## src/rtl/ppic_pkg.sv

```systemverilog
package ppic_pkg;

  // Fixed widths of the register file
  localparam int unsigned GAIN_W    = 16;
  localparam int unsigned LIMIT_W   = 16;
  localparam int unsigned MODE_W    = 2;
  localparam int unsigned INTEG_W   = LIMIT_W + 1;
  localparam int unsigned CFG_IDX_W = 3;

  // Defaults for the top level parameters
  localparam int unsigned DEF_SAMPLE_WIDTH   = 16;
  localparam int unsigned DEF_GAIN_FRAC_BITS = 8;
  localparam int unsigned DEF_OUT_WIDTH      = 24;

  // Control modes; the unused code behaves as off
  typedef enum logic [MODE_W-1:0] {
    MODE_OFF = 2'd0,
    MODE_POS = 2'd1,
    MODE_INC = 2'd2
  } ppic_mode_e;

  // Register indexes on the configuration port
  typedef enum logic [CFG_IDX_W-1:0] {
    CFG_MODE      = 3'd0,
    CFG_TARGET    = 3'd1,
    CFG_GAIN_P    = 3'd2,
    CFG_GAIN_I    = 3'd3,
    CFG_GAIN_D    = 3'd4,
    CFG_DEAD_ZONE = 3'd5,
    CFG_INT_LIMIT = 3'd6,
    CFG_MAX_OUT   = 3'd7
  } ppic_cfg_idx_e;

  // Fixed-width settings handed from the register file to the datapath
  typedef struct packed {
    logic [MODE_W-1:0]         mode;
    logic signed [GAIN_W-1:0]  gain_p;
    logic signed [GAIN_W-1:0]  gain_i;
    logic signed [GAIN_W-1:0]  gain_d;
    logic [LIMIT_W-1:0]        dead_zone;
    logic [LIMIT_W-1:0]        integral_limit;
    logic [LIMIT_W-1:0]        max_output;
  } ppic_cfg_t;

endpackage

```

## src/rtl/ppic_cfg_regs.sv

```systemverilog
module ppic_cfg_regs
  import ppic_pkg::*;
#(
  parameter int unsigned SAMPLE_WIDTH = DEF_SAMPLE_WIDTH,
  parameter int unsigned CFG_W        = (SAMPLE_WIDTH > GAIN_W) ? SAMPLE_WIDTH : GAIN_W
) (
  input  logic                           clk_i,
  input  logic                           rst_ni,
  input  logic                           cfg_we_i,
  input  logic [CFG_IDX_W-1:0]           cfg_index_i,
  input  logic [CFG_W-1:0]               cfg_data_i,
  output ppic_cfg_t                      cfg_o,
  output logic signed [SAMPLE_WIDTH-1:0] target_o
);

  ppic_cfg_t                      cfg_q;
  logic signed [SAMPLE_WIDTH-1:0] target_q;

  // Write one register per enabled cycle
  always_ff @(posedge clk_i or negedge rst_ni) begin
    if (!rst_ni) begin
      cfg_q    <= '0;
      target_q <= '0;
    end else if (cfg_we_i) begin
      unique case (cfg_index_i)
        CFG_MODE:      cfg_q.mode           <= cfg_data_i[MODE_W-1:0];
        CFG_TARGET:    target_q             <= $signed(cfg_data_i[SAMPLE_WIDTH-1:0]);
        CFG_GAIN_P:    cfg_q.gain_p         <= $signed(cfg_data_i[GAIN_W-1:0]);
        CFG_GAIN_I:    cfg_q.gain_i         <= $signed(cfg_data_i[GAIN_W-1:0]);
        CFG_GAIN_D:    cfg_q.gain_d         <= $signed(cfg_data_i[GAIN_W-1:0]);
        CFG_DEAD_ZONE: cfg_q.dead_zone      <= cfg_data_i[LIMIT_W-1:0];
        CFG_INT_LIMIT: cfg_q.integral_limit <= cfg_data_i[LIMIT_W-1:0];
        CFG_MAX_OUT:   cfg_q.max_output     <= cfg_data_i[LIMIT_W-1:0];
        default:       cfg_q                <= cfg_q;
      endcase
    end
  end

  assign cfg_o    = cfg_q;
  assign target_o = target_q;

endmodule

```

## src/rtl/ppic_core.sv

```systemverilog
module ppic_core
  import ppic_pkg::*;
#(
  parameter int unsigned SAMPLE_WIDTH   = DEF_SAMPLE_WIDTH,
  parameter int unsigned GAIN_FRAC_BITS = DEF_GAIN_FRAC_BITS,
  parameter int unsigned OUT_WIDTH      = DEF_OUT_WIDTH
) (
  input  logic                           clk_i,
  input  logic                           rst_ni,
  input  logic                           step_i,
  input  logic signed [SAMPLE_WIDTH-1:0] measure_i,
  input  ppic_cfg_t                      cfg_i,
  input  logic signed [SAMPLE_WIDTH-1:0] target_i,
  output logic signed [OUT_WIDTH-1:0]    drive_o,
  output logic                           in_dead_zone_o
);

  localparam int unsigned EW   = SAMPLE_WIDTH + 1;
  localparam int unsigned D1W  = SAMPLE_WIDTH + 2;
  localparam int unsigned D2W  = SAMPLE_WIDTH + 3;
  localparam int unsigned MAGW = (EW > LIMIT_W) ? EW : LIMIT_W;
  localparam int unsigned PW   = GAIN_W + D2W;
  localparam int unsigned SUMW = ((PW > OUT_WIDTH) ? PW : OUT_WIDTH) + 3;

  localparam logic signed [SUMW-1:0] OutMax =
    {{(SUMW - OUT_WIDTH + 1){1'b0}}, {(OUT_WIDTH - 1){1'b1}}};
  localparam logic signed [SUMW-1:0] OutMin = ~OutMax;

  // Error history and accumulators
  logic signed [EW-1:0]        err_last_q,  err_last_d;
  logic signed [EW-1:0]        err_last2_q, err_last2_d;
  logic signed [INTEG_W-1:0]   integ_q,     integ_d;
  logic signed [OUT_WIDTH-1:0] out_acc_q,   out_acc_d;

  logic signed [EW-1:0]        err;
  logic [EW-1:0]               err_mag;
  logic                        dz;
  logic                        is_pos;
  logic                        is_inc;
  logic signed [D1W-1:0]       diff1;
  logic signed [D2W-1:0]       diff2;
  logic signed [D2W-1:0]       op_p;
  logic signed [D2W-1:0]       op_d;
  logic signed [PW-1:0]        prod_p;
  logic signed [PW-1:0]        prod_i;
  logic signed [PW-1:0]        prod_d;
  logic signed [SUMW-1:0]      term_p;
  logic signed [SUMW-1:0]      term_i;
  logic signed [SUMW-1:0]      term_d;
  logic signed [SUMW-1:0]      int_lim;
  logic signed [SUMW-1:0]      out_lim;
  logic signed [SUMW-1:0]      integ_sum;
  logic signed [SUMW-1:0]      integ_clamp;
  logic signed [SUMW-1:0]      pos_sum;
  logic signed [SUMW-1:0]      pos_sat;
  logic signed [SUMW-1:0]      inc_sum;
  logic signed [SUMW-1:0]      inc_clamp;

  // Mode decode; the unused code acts as off
  always_comb begin
    is_pos = 1'b0;
    is_inc = 1'b0;
    unique case (cfg_i.mode)
      MODE_POS: is_pos = 1'b1;
      MODE_INC: is_inc = 1'b1;
      default:  is_pos = 1'b0;
    endcase
  end

  // Error, its magnitude against the dead zone, and its differences
  assign err     = EW'(target_i) - EW'(measure_i);
  assign err_mag = err[EW-1] ? EW'(-err) : EW'(err);
  assign dz      = MAGW'(err_mag) <= MAGW'(cfg_i.dead_zone);
  assign diff1   = D1W'(err) - D1W'(err_last_q);
  assign diff2   = D2W'(err) - (D2W'(err_last_q) <<< 1) + D2W'(err_last2_q);

  // Pick the multiplier operands for the mode
  assign op_p = is_pos ? D2W'(err)   : D2W'(diff1);
  assign op_d = is_pos ? D2W'(diff1) : diff2;

  // Three gain products, scaled down by the gain fraction
  assign prod_p = $signed(cfg_i.gain_p) * op_p;
  assign prod_i = $signed(cfg_i.gain_i) * D2W'(err);
  assign prod_d = $signed(cfg_i.gain_d) * op_d;
  assign term_p = SUMW'(prod_p >>> GAIN_FRAC_BITS);
  assign term_i = SUMW'(prod_i >>> GAIN_FRAC_BITS);
  assign term_d = SUMW'(prod_d >>> GAIN_FRAC_BITS);

  assign int_lim = $signed(SUMW'(cfg_i.integral_limit));
  assign out_lim = $signed(SUMW'(cfg_i.max_output));

  // Positional: clamp the integral, then saturate the sum to the output range
  always_comb begin
    integ_sum = SUMW'(integ_q) + term_i;
    priority if (integ_sum > int_lim) begin
      integ_clamp = int_lim;
    end else if (integ_sum < -int_lim) begin
      integ_clamp = -int_lim;
    end else begin
      integ_clamp = integ_sum;
    end
    pos_sum = term_p + integ_clamp + term_d;
    priority if (pos_sum > OutMax) begin
      pos_sat = OutMax;
    end else if (pos_sum < OutMin) begin
      pos_sat = OutMin;
    end else begin
      pos_sat = pos_sum;
    end
  end

  // Incremental: add the increments to the running output and clamp
  always_comb begin
    inc_sum = SUMW'(out_acc_q) + term_p + term_i + term_d;
    priority if (inc_sum > out_lim) begin
      inc_clamp = out_lim;
    end else if (inc_sum < -out_lim) begin
      inc_clamp = -out_lim;
    end else begin
      inc_clamp = inc_sum;
    end
  end

  // Result and next state
  always_comb begin
    err_last_d     = err_last_q;
    err_last2_d    = err_last2_q;
    integ_d        = integ_q;
    out_acc_d      = out_acc_q;
    drive_o        = '0;
    in_dead_zone_o = 1'b0;
    if (is_pos || is_inc) begin
      err_last_d     = err;
      err_last2_d    = err_last_q;
      in_dead_zone_o = dz;
      if (dz) begin
        integ_d   = '0;
        out_acc_d = '0;
      end else if (is_pos) begin
        integ_d   = integ_clamp[INTEG_W-1:0];
        out_acc_d = pos_sat[OUT_WIDTH-1:0];
        drive_o   = pos_sat[OUT_WIDTH-1:0];
      end else begin
        out_acc_d = inc_clamp[OUT_WIDTH-1:0];
        drive_o   = inc_clamp[OUT_WIDTH-1:0];
      end
    end
  end

  // Advance the state once per word taken
  always_ff @(posedge clk_i or negedge rst_ni) begin
    if (!rst_ni) begin
      err_last_q  <= '0;
      err_last2_q <= '0;
      integ_q     <= '0;
      out_acc_q   <= '0;
    end else if (step_i) begin
      err_last_q  <= err_last_d;
      err_last2_q <= err_last2_d;
      integ_q     <= integ_d;
      out_acc_q   <= out_acc_d;
    end
  end

endmodule

```

## src/rtl/pid_position_incremental_controller.sv

```systemverilog
// PID controller, positional or incremental, one measurement word per control tick.
// Input channel: in_valid_i / in_stall_o carry measure_i. Output channel:
// out_valid_o / out_stall_i carry drive_o and in_dead_zone_o. A word moves at a
// clock edge where valid is high and stall is low. Configuration is a plain
// write port (cfg_we_i, cfg_index_i, cfg_data_i), to be written only while the block
// is idle; the block itself does not enforce this. A measurement waits in the
// input register until the result register is free; the single-pass datapath
// runs from the input register straight into the result register. Throughput:
// one word per cycle while the receiver does not stall, set by the single-pass
// datapath with its three gain multipliers feeding the accumulator update.
// Reset clears the configuration, the error history and both accumulators; no
// word is held afterwards. When the receiver stalls, the result register
// holds its word, the input register fills, and then in_stall_o rises, so no
// word is lost or repeated.
module pid_position_incremental_controller
  import ppic_pkg::*;
#(
  parameter int unsigned SAMPLE_WIDTH   = DEF_SAMPLE_WIDTH,
  parameter int unsigned GAIN_FRAC_BITS = DEF_GAIN_FRAC_BITS,
  parameter int unsigned OUT_WIDTH      = DEF_OUT_WIDTH,
  parameter int unsigned CFG_W          = (SAMPLE_WIDTH > GAIN_W) ? SAMPLE_WIDTH : GAIN_W
) (
  input  logic                           clk_i,
  input  logic                           rst_ni,
  input  logic                           in_valid_i,
  output logic                           in_stall_o,
  input  logic signed [SAMPLE_WIDTH-1:0] measure_i,
  output logic                           out_valid_o,
  input  logic                           out_stall_i,
  output logic signed [OUT_WIDTH-1:0]    drive_o,
  output logic                           in_dead_zone_o,
  input  logic                           cfg_we_i,
  input  logic [CFG_IDX_W-1:0]           cfg_index_i,
  input  logic [CFG_W-1:0]               cfg_data_i
);

  ppic_cfg_t                      cfg;
  logic signed [SAMPLE_WIDTH-1:0] target;

  logic                           in_valid_q;
  logic signed [SAMPLE_WIDTH-1:0] meas_q;
  logic                           out_valid_q;
  logic signed [OUT_WIDTH-1:0]    drive_q;
  logic                           dz_q;

  logic                           in_take;
  logic                           advance;
  logic                           step;
  logic signed [OUT_WIDTH-1:0]    drive_d;
  logic                           dz_d;

  ppic_cfg_regs #(
    .SAMPLE_WIDTH (SAMPLE_WIDTH),
    .CFG_W        (CFG_W)
  ) u_cfg_regs (
    .clk_i       (clk_i),
    .rst_ni      (rst_ni),
    .cfg_we_i    (cfg_we_i),
    .cfg_index_i (cfg_index_i),
    .cfg_data_i  (cfg_data_i),
    .cfg_o       (cfg),
    .target_o    (target)
  );

  // Handshake: the input register moves on whenever the result register is free
  assign advance    = !out_valid_q || !out_stall_i;
  assign in_stall_o = in_valid_q && !advance;
  assign in_take    = in_valid_i && !in_stall_o;
  assign step       = in_valid_q && advance;

  // Hold the taken measurement
  always_ff @(posedge clk_i or negedge rst_ni) begin
    if (!rst_ni) begin
      in_valid_q <= 1'b0;
    end else if (in_take) begin
      in_valid_q <= 1'b1;
    end else if (advance) begin
      in_valid_q <= 1'b0;
    end
  end

  always_ff @(posedge clk_i) begin
    if (in_take) begin
      meas_q <= measure_i;
    end
  end

  ppic_core #(
    .SAMPLE_WIDTH   (SAMPLE_WIDTH),
    .GAIN_FRAC_BITS (GAIN_FRAC_BITS),
    .OUT_WIDTH      (OUT_WIDTH)
  ) u_core (
    .clk_i          (clk_i),
    .rst_ni         (rst_ni),
    .step_i         (step),
    .measure_i      (meas_q),
    .cfg_i          (cfg),
    .target_i       (target),
    .drive_o        (drive_d),
    .in_dead_zone_o (dz_d)
  );

  // Result register: load on a step, drop once the word is taken
  always_ff @(posedge clk_i or negedge rst_ni) begin
    if (!rst_ni) begin
      out_valid_q <= 1'b0;
    end else if (step) begin
      out_valid_q <= 1'b1;
    end else if (!out_stall_i) begin
      out_valid_q <= 1'b0;
    end
  end

  always_ff @(posedge clk_i) begin
    if (step) begin
      drive_q <= drive_d;
      dz_q    <= dz_d;
    end
  end

  assign out_valid_o    = out_valid_q;
  assign drive_o        = drive_q;
  assign in_dead_zone_o = dz_q;

  // A full input register behind a blocked result must stall the sender
  a_stall_when_full : assert property (
    @(posedge clk_i) disable iff (!rst_ni)
    in_valid_q && out_valid_q && out_stall_i |-> in_stall_o
  ) else $error("input not stalled while both stages are blocked");

  // A word in the dead zone always drives zero
  a_dead_zone_zero : assert property (
    @(posedge clk_i) disable iff (!rst_ni)
    out_valid_q && dz_q |-> drive_q == '0
  ) else $error("non-zero drive inside dead zone");

  // With the controller off a result is all zero
  a_off_zero : assert property (
    @(posedge clk_i) disable iff (!rst_ni)
    $past(step) && (cfg.mode != MODE_POS) && (cfg.mode != MODE_INC)
      |-> drive_q == '0 && !dz_q
  ) else $error("result not zero while controller is off");

  // A step always leaves a word in the result register
  a_step_loads : assert property (
    @(posedge clk_i) disable iff (!rst_ni)
    step |=> out_valid_q
  ) else $error("result register empty after a step");

endmodule
```

## config.mk

```make
export PLATFORM = sky130hd
export DESIGN_NAME = pid_position_incremental_controller
export DESIGN_NICKNAME = d
export VERILOG_FILES = /design/src/rtl/ppic_pkg.sv /design/src/rtl/ppic_cfg_regs.sv /design/src/rtl/ppic_core.sv /design/src/rtl/pid_position_incremental_controller.sv
export SDC_FILE = /design/constraint.sdc
export NUM_CORES = 2
export LEC_CHECK = 0
export BUFFER_PORTS_ARGS = -buffer_cell sky130_fd_sc_hd__buf_4
export CAP_MARGIN = 5
export CORE_ASPECT_RATIO = 2
export CORE_MARGIN = 8
export CORE_UTILIZATION = 63
export CTS_BUF_LIST = sky130_fd_sc_hd__clkbuf_8
export DETAILED_ROUTE_END_ITERATION = 10
export PLACE_DENSITY = 0.8
export SETUP_SLACK_MARGIN = 0.05
export SKIP_LAST_GASP = 1
export SYNTH_ARGS = -nofsm -noshare
export SYNTH_HDL_FRONTEND = slang
export SYNTH_SLANG_ARGS = --single-unit
```

## constraint.sdc

```tcl
create_clock -name clk_i -period 33.4 [get_ports clk_i]
set_input_delay 6.68 -clock clk_i [delete_from_list [all_inputs] [get_ports clk_i]]
set_output_delay 6.68 -clock clk_i [all_outputs]
set_load 0.01 [all_outputs]
```

==> results.yml <==
layout:
  final_common_cell: "inv_1"
  n_fill_cell: 7191
  syn2layout_area_growth_pct: 4.626
  multi_input_area_mm2: 0.04484
  regArea_mm2: 0.006011
  final_nets: 7764
  drive_gt1_frac: 0.06564
  layout_common_cells: "inv_1, fa_1, nand2_1, ha_1, and2_1"
sta:
  drv_slew: 0
  fin_crit_sh: 0.6112
  fin_crit_ps: 20410
  rsz0062_at_grt: "false"
  final_hold_viol_count: 0
  tns_ps: 0
  worst_slack_ps: 12990
  worst_pin_slew_ps: 1461
  skew_ps: 52.73
  setup-violations-final: 0
  max_freq_mhz: 48.99
  slew_headroom: 0.02598
detailed_routing:
  drt_first_pass_iters: 8
  wl_met2_um: 78160
  wire_per_inst_um: 22.48
  routed.top_layer: "met5"
  ant_nets: 0
  wl_met3_um: 13880
  wl_met1_um: 60450
  drc: 0
  dr.first_iter.drc_count: 3381
  wl_um: 167400
  viasPerCell: 6.125
  vias: 45610
place:
  numPortBuffers: 66
  hpwl_um: 134100
  gp_congestion: 0.9722
  post-place-ws_ps: 13530
synthesis:
  synth_nets: 7828
  yosys.area.top_type: "fa_1"
  synth_area_leaders: "fa_1, ha_1, dfrtp_1, inv_1, nand2_1"
  yosys.area_share.xor_xnor: 0.04016
  synthAdderAreaFrac: 0.4605
  synth_top_area_frac: 0.3391
  yosysWarningCount: 0
  synth_top_family_by_area: "adder cells"
  syn-cell-area_mm2: 0.05621
  synth_ff_type: "dfrtp_1"
  synth-compound-area-share: 0.1132
  ys_types: 103
  ys_ff_latch: 232
  avgSynthCellArea_um2: 8.933
  synthMuxAreaShare: 0.02645
  async_flop_share: 0.8233
  yosysSeqAreaShare: 0.1069
  synth_enable_flop_cells: 41
  syn_inst: 6292
  synth_simple_gate_area_share: 0.1551
setup_path:
  r2r_setup_slack_ps: 12990
  worst-path-max-fanout: 43
  cp-start-kind: "flip-flop"
  critPathSlowestCell: "xnor2_2"
  reg2regPathDepth: 72
  reg2reg_to: "drive_o[7]$_SDFFCE_PP0P_"
  crit_type: "flip-flop to flip-flop"
  arrival_ps: 20770
  critPathRequiredTime_ps: 33760
  cp_common_cell: "inv_1"
  critPathCaptureType: "flip-flop"
  reg2reg_from: "u_cfg_regs.target_o[0]$_DFFE_PN0P_"
  cpPeakStageDelay_ps: 1000
job:
  drv_cap: 0
clock_tree:
  clk_pin_slew_ps: 70
  clkSinkCount: 232
  post_cts_buffers: 0
  cts_buffers: 41
  cts_buffer_depth: 3
  clockRootBuffer: "clkbuf_8"
  cts_tree: "done"
  ctsResizeCount: 0
  htreeDepth: 2
  clock_latency_ps: 610
  hold_buffers: 0
status:
  status: "complete, no violations"
hold_path:
  min_from: "u_core.integ_q[2]$_DFFE_PN0P_"
  min_path_cells: 1
  hp-class: "flip-flop to flip-flop"
  hold_end: "u_core.integ_q[2]$_DFFE_PN0P_"
global_routing:
  antenna_found_initial: 3
  track_usage: 0.3437
  grt_pass1_vias: 48580
  grt_overflow: 0
  grt_max_degree: 115
  grt_pass1_wl_um: 266100
floorplan:
  start_util: 0.6328
  die_x_um: 227.2
  num_rows: 155
  io_pins: 67
  floorplan.die.height_um: 438.4
  placeableCoreArea_mm2: 0.08882
  dieArea_mm2: 0.09961
## stage by stage
stage,utilization,hold WS [ps],instance area (um2),cells
floorplan,-,449.2,56210,6292
global placement,0.6520,462.0,57910,7362
detailed placement,0.6520,489.0,57910,7362
CTS,0.6619,504.5,58790,7438
global route,0.6619,522.5,58790,7440
finish,0.6621,507.4,58810,7446
## critical path, delay by kind of cell (launching register included)
family / cells / cell delay (ps)
adder cells (fa/ha/maj): 14 / 5320
flip-flops: 1 / 360
XOR/XNOR: 4 / 2240
AO/OA/AOI/OAI: 30 / 7970
buffers and inverters: 13 / 1950
AND/OR/NAND/NOR: 11 / 2180
## Yosys cell counts, drive strengths merged (9+ instances only)
library cell / number
a21o: 93
ha: 544
nor4b: 10
a221o: 10
o211ai: 25
o21ai: 244
o21a: 61
o22ai: 13
a221oi: 13
a21boi: 21
clkbuf: 220
nand2: 659
a211oi: 19
nor3b: 10
o211a: 23
a211o: 13
xnor2: 189
edfxtp: 41
nand3: 96
o31ai: 22
dfrtp: 191
and2: 323
and3: 55
mux2i: 9
nand4: 46
mux2: 124
a22o: 18
o21bai: 34
or3: 34
fa: 952
nor2b: 54
buf: 31
a21oi: 219
xor2: 67
inv: 1199
nor2: 235
nor4: 32
nor3: 88
a31oi: 34
nand2b: 58
or2: 30
## cell type report
| cell class | count | area share |
|---|---|---|
| clock buffer | 49 | 0.01147 |
| multi-input combinational | 4608 | 0.7624 |
| clock inverter | 27 | 0.003383 |
| timing repair buffer | 144 | 0.01849 |
| antenna | 8 | 0.0003404 |
| sequential | 232 | 0.1022 |
| inverter | 1201 | 0.07666 |
| tap | 1177 | 0.02504 |
## cell families (layout without fill, tap and decap cells)
group | count (synthesis) | after routing
AOI/OAI and AO/OA | 958 | 958
xor gates and xnor gates | 256 | 256
adders and majority gates | 1498 | 1498
buffers and inverters | 1452 | 1421
DFF | 232 | 232
muxes | 133 | 133
other | 0 | 8
and+or+nand+nor | 1763 | 1763
## registers in the layout (all words and copies together) (netlist names)
| register | count |
|---|---|
| u_cfg_regs.cfg_o | 98 |
| drive_o | 24 |
| u_core.out_acc_q | 24 |
| u_core.err_last2_q | 17 |
| u_core.err_last_q | 17 |
| u_core.integ_q | 17 |
| meas_q | 16 |
| u_cfg_regs.target_o | 16 |
| in_dead_zone_o | 1 |
| in_valid_q | 1 |
| out_valid_o | 1 |
## worst max path at each step
stage | from | endpoint | slack [ps] | depth (start not counted)
6_report | u_cfg_regs.target_o[0]$_DFFE_PN0P_ | drive_o[7]$_SDFFCE_PP0P_ | 12990 | 72
4_1_cts | u_cfg_regs.target_o[0]$_DFFE_PN0P_ | drive_o[6]$_SDFFCE_PP0P_ | 13470 | 74
2_1_floorplan | u_cfg_regs.target_o[0]$_DFFE_PN0P_ | u_core.out_acc_q[15]$_DFFE_PN0P_ | 16440 | 78
3_3_place_gp | u_cfg_regs.target_o[0]$_DFFE_PN0P_ | drive_o[8]$_SDFFCE_PP0P_ | 14160 | 73
3_5_place_dp | u_cfg_regs.target_o[0]$_DFFE_PN0P_ | drive_o[8]$_SDFFCE_PP0P_ | 13530 | 74
5_1_grt | u_cfg_regs.target_o[0]$_DFFE_PN0P_ | drive_o[7]$_SDFFCE_PP0P_ | 11650 | 74
## layer usage
metal  up-vias  GRT usage
met5         -          0
met2      2251     0.5514
met1     22650     0.4098
met3       673    0.06447
met4         2     0.2488
li1      20040          -
Power is not shown: default switching activity piles up to over one toggle a cycle in this logic, so the estimate is an artifact.
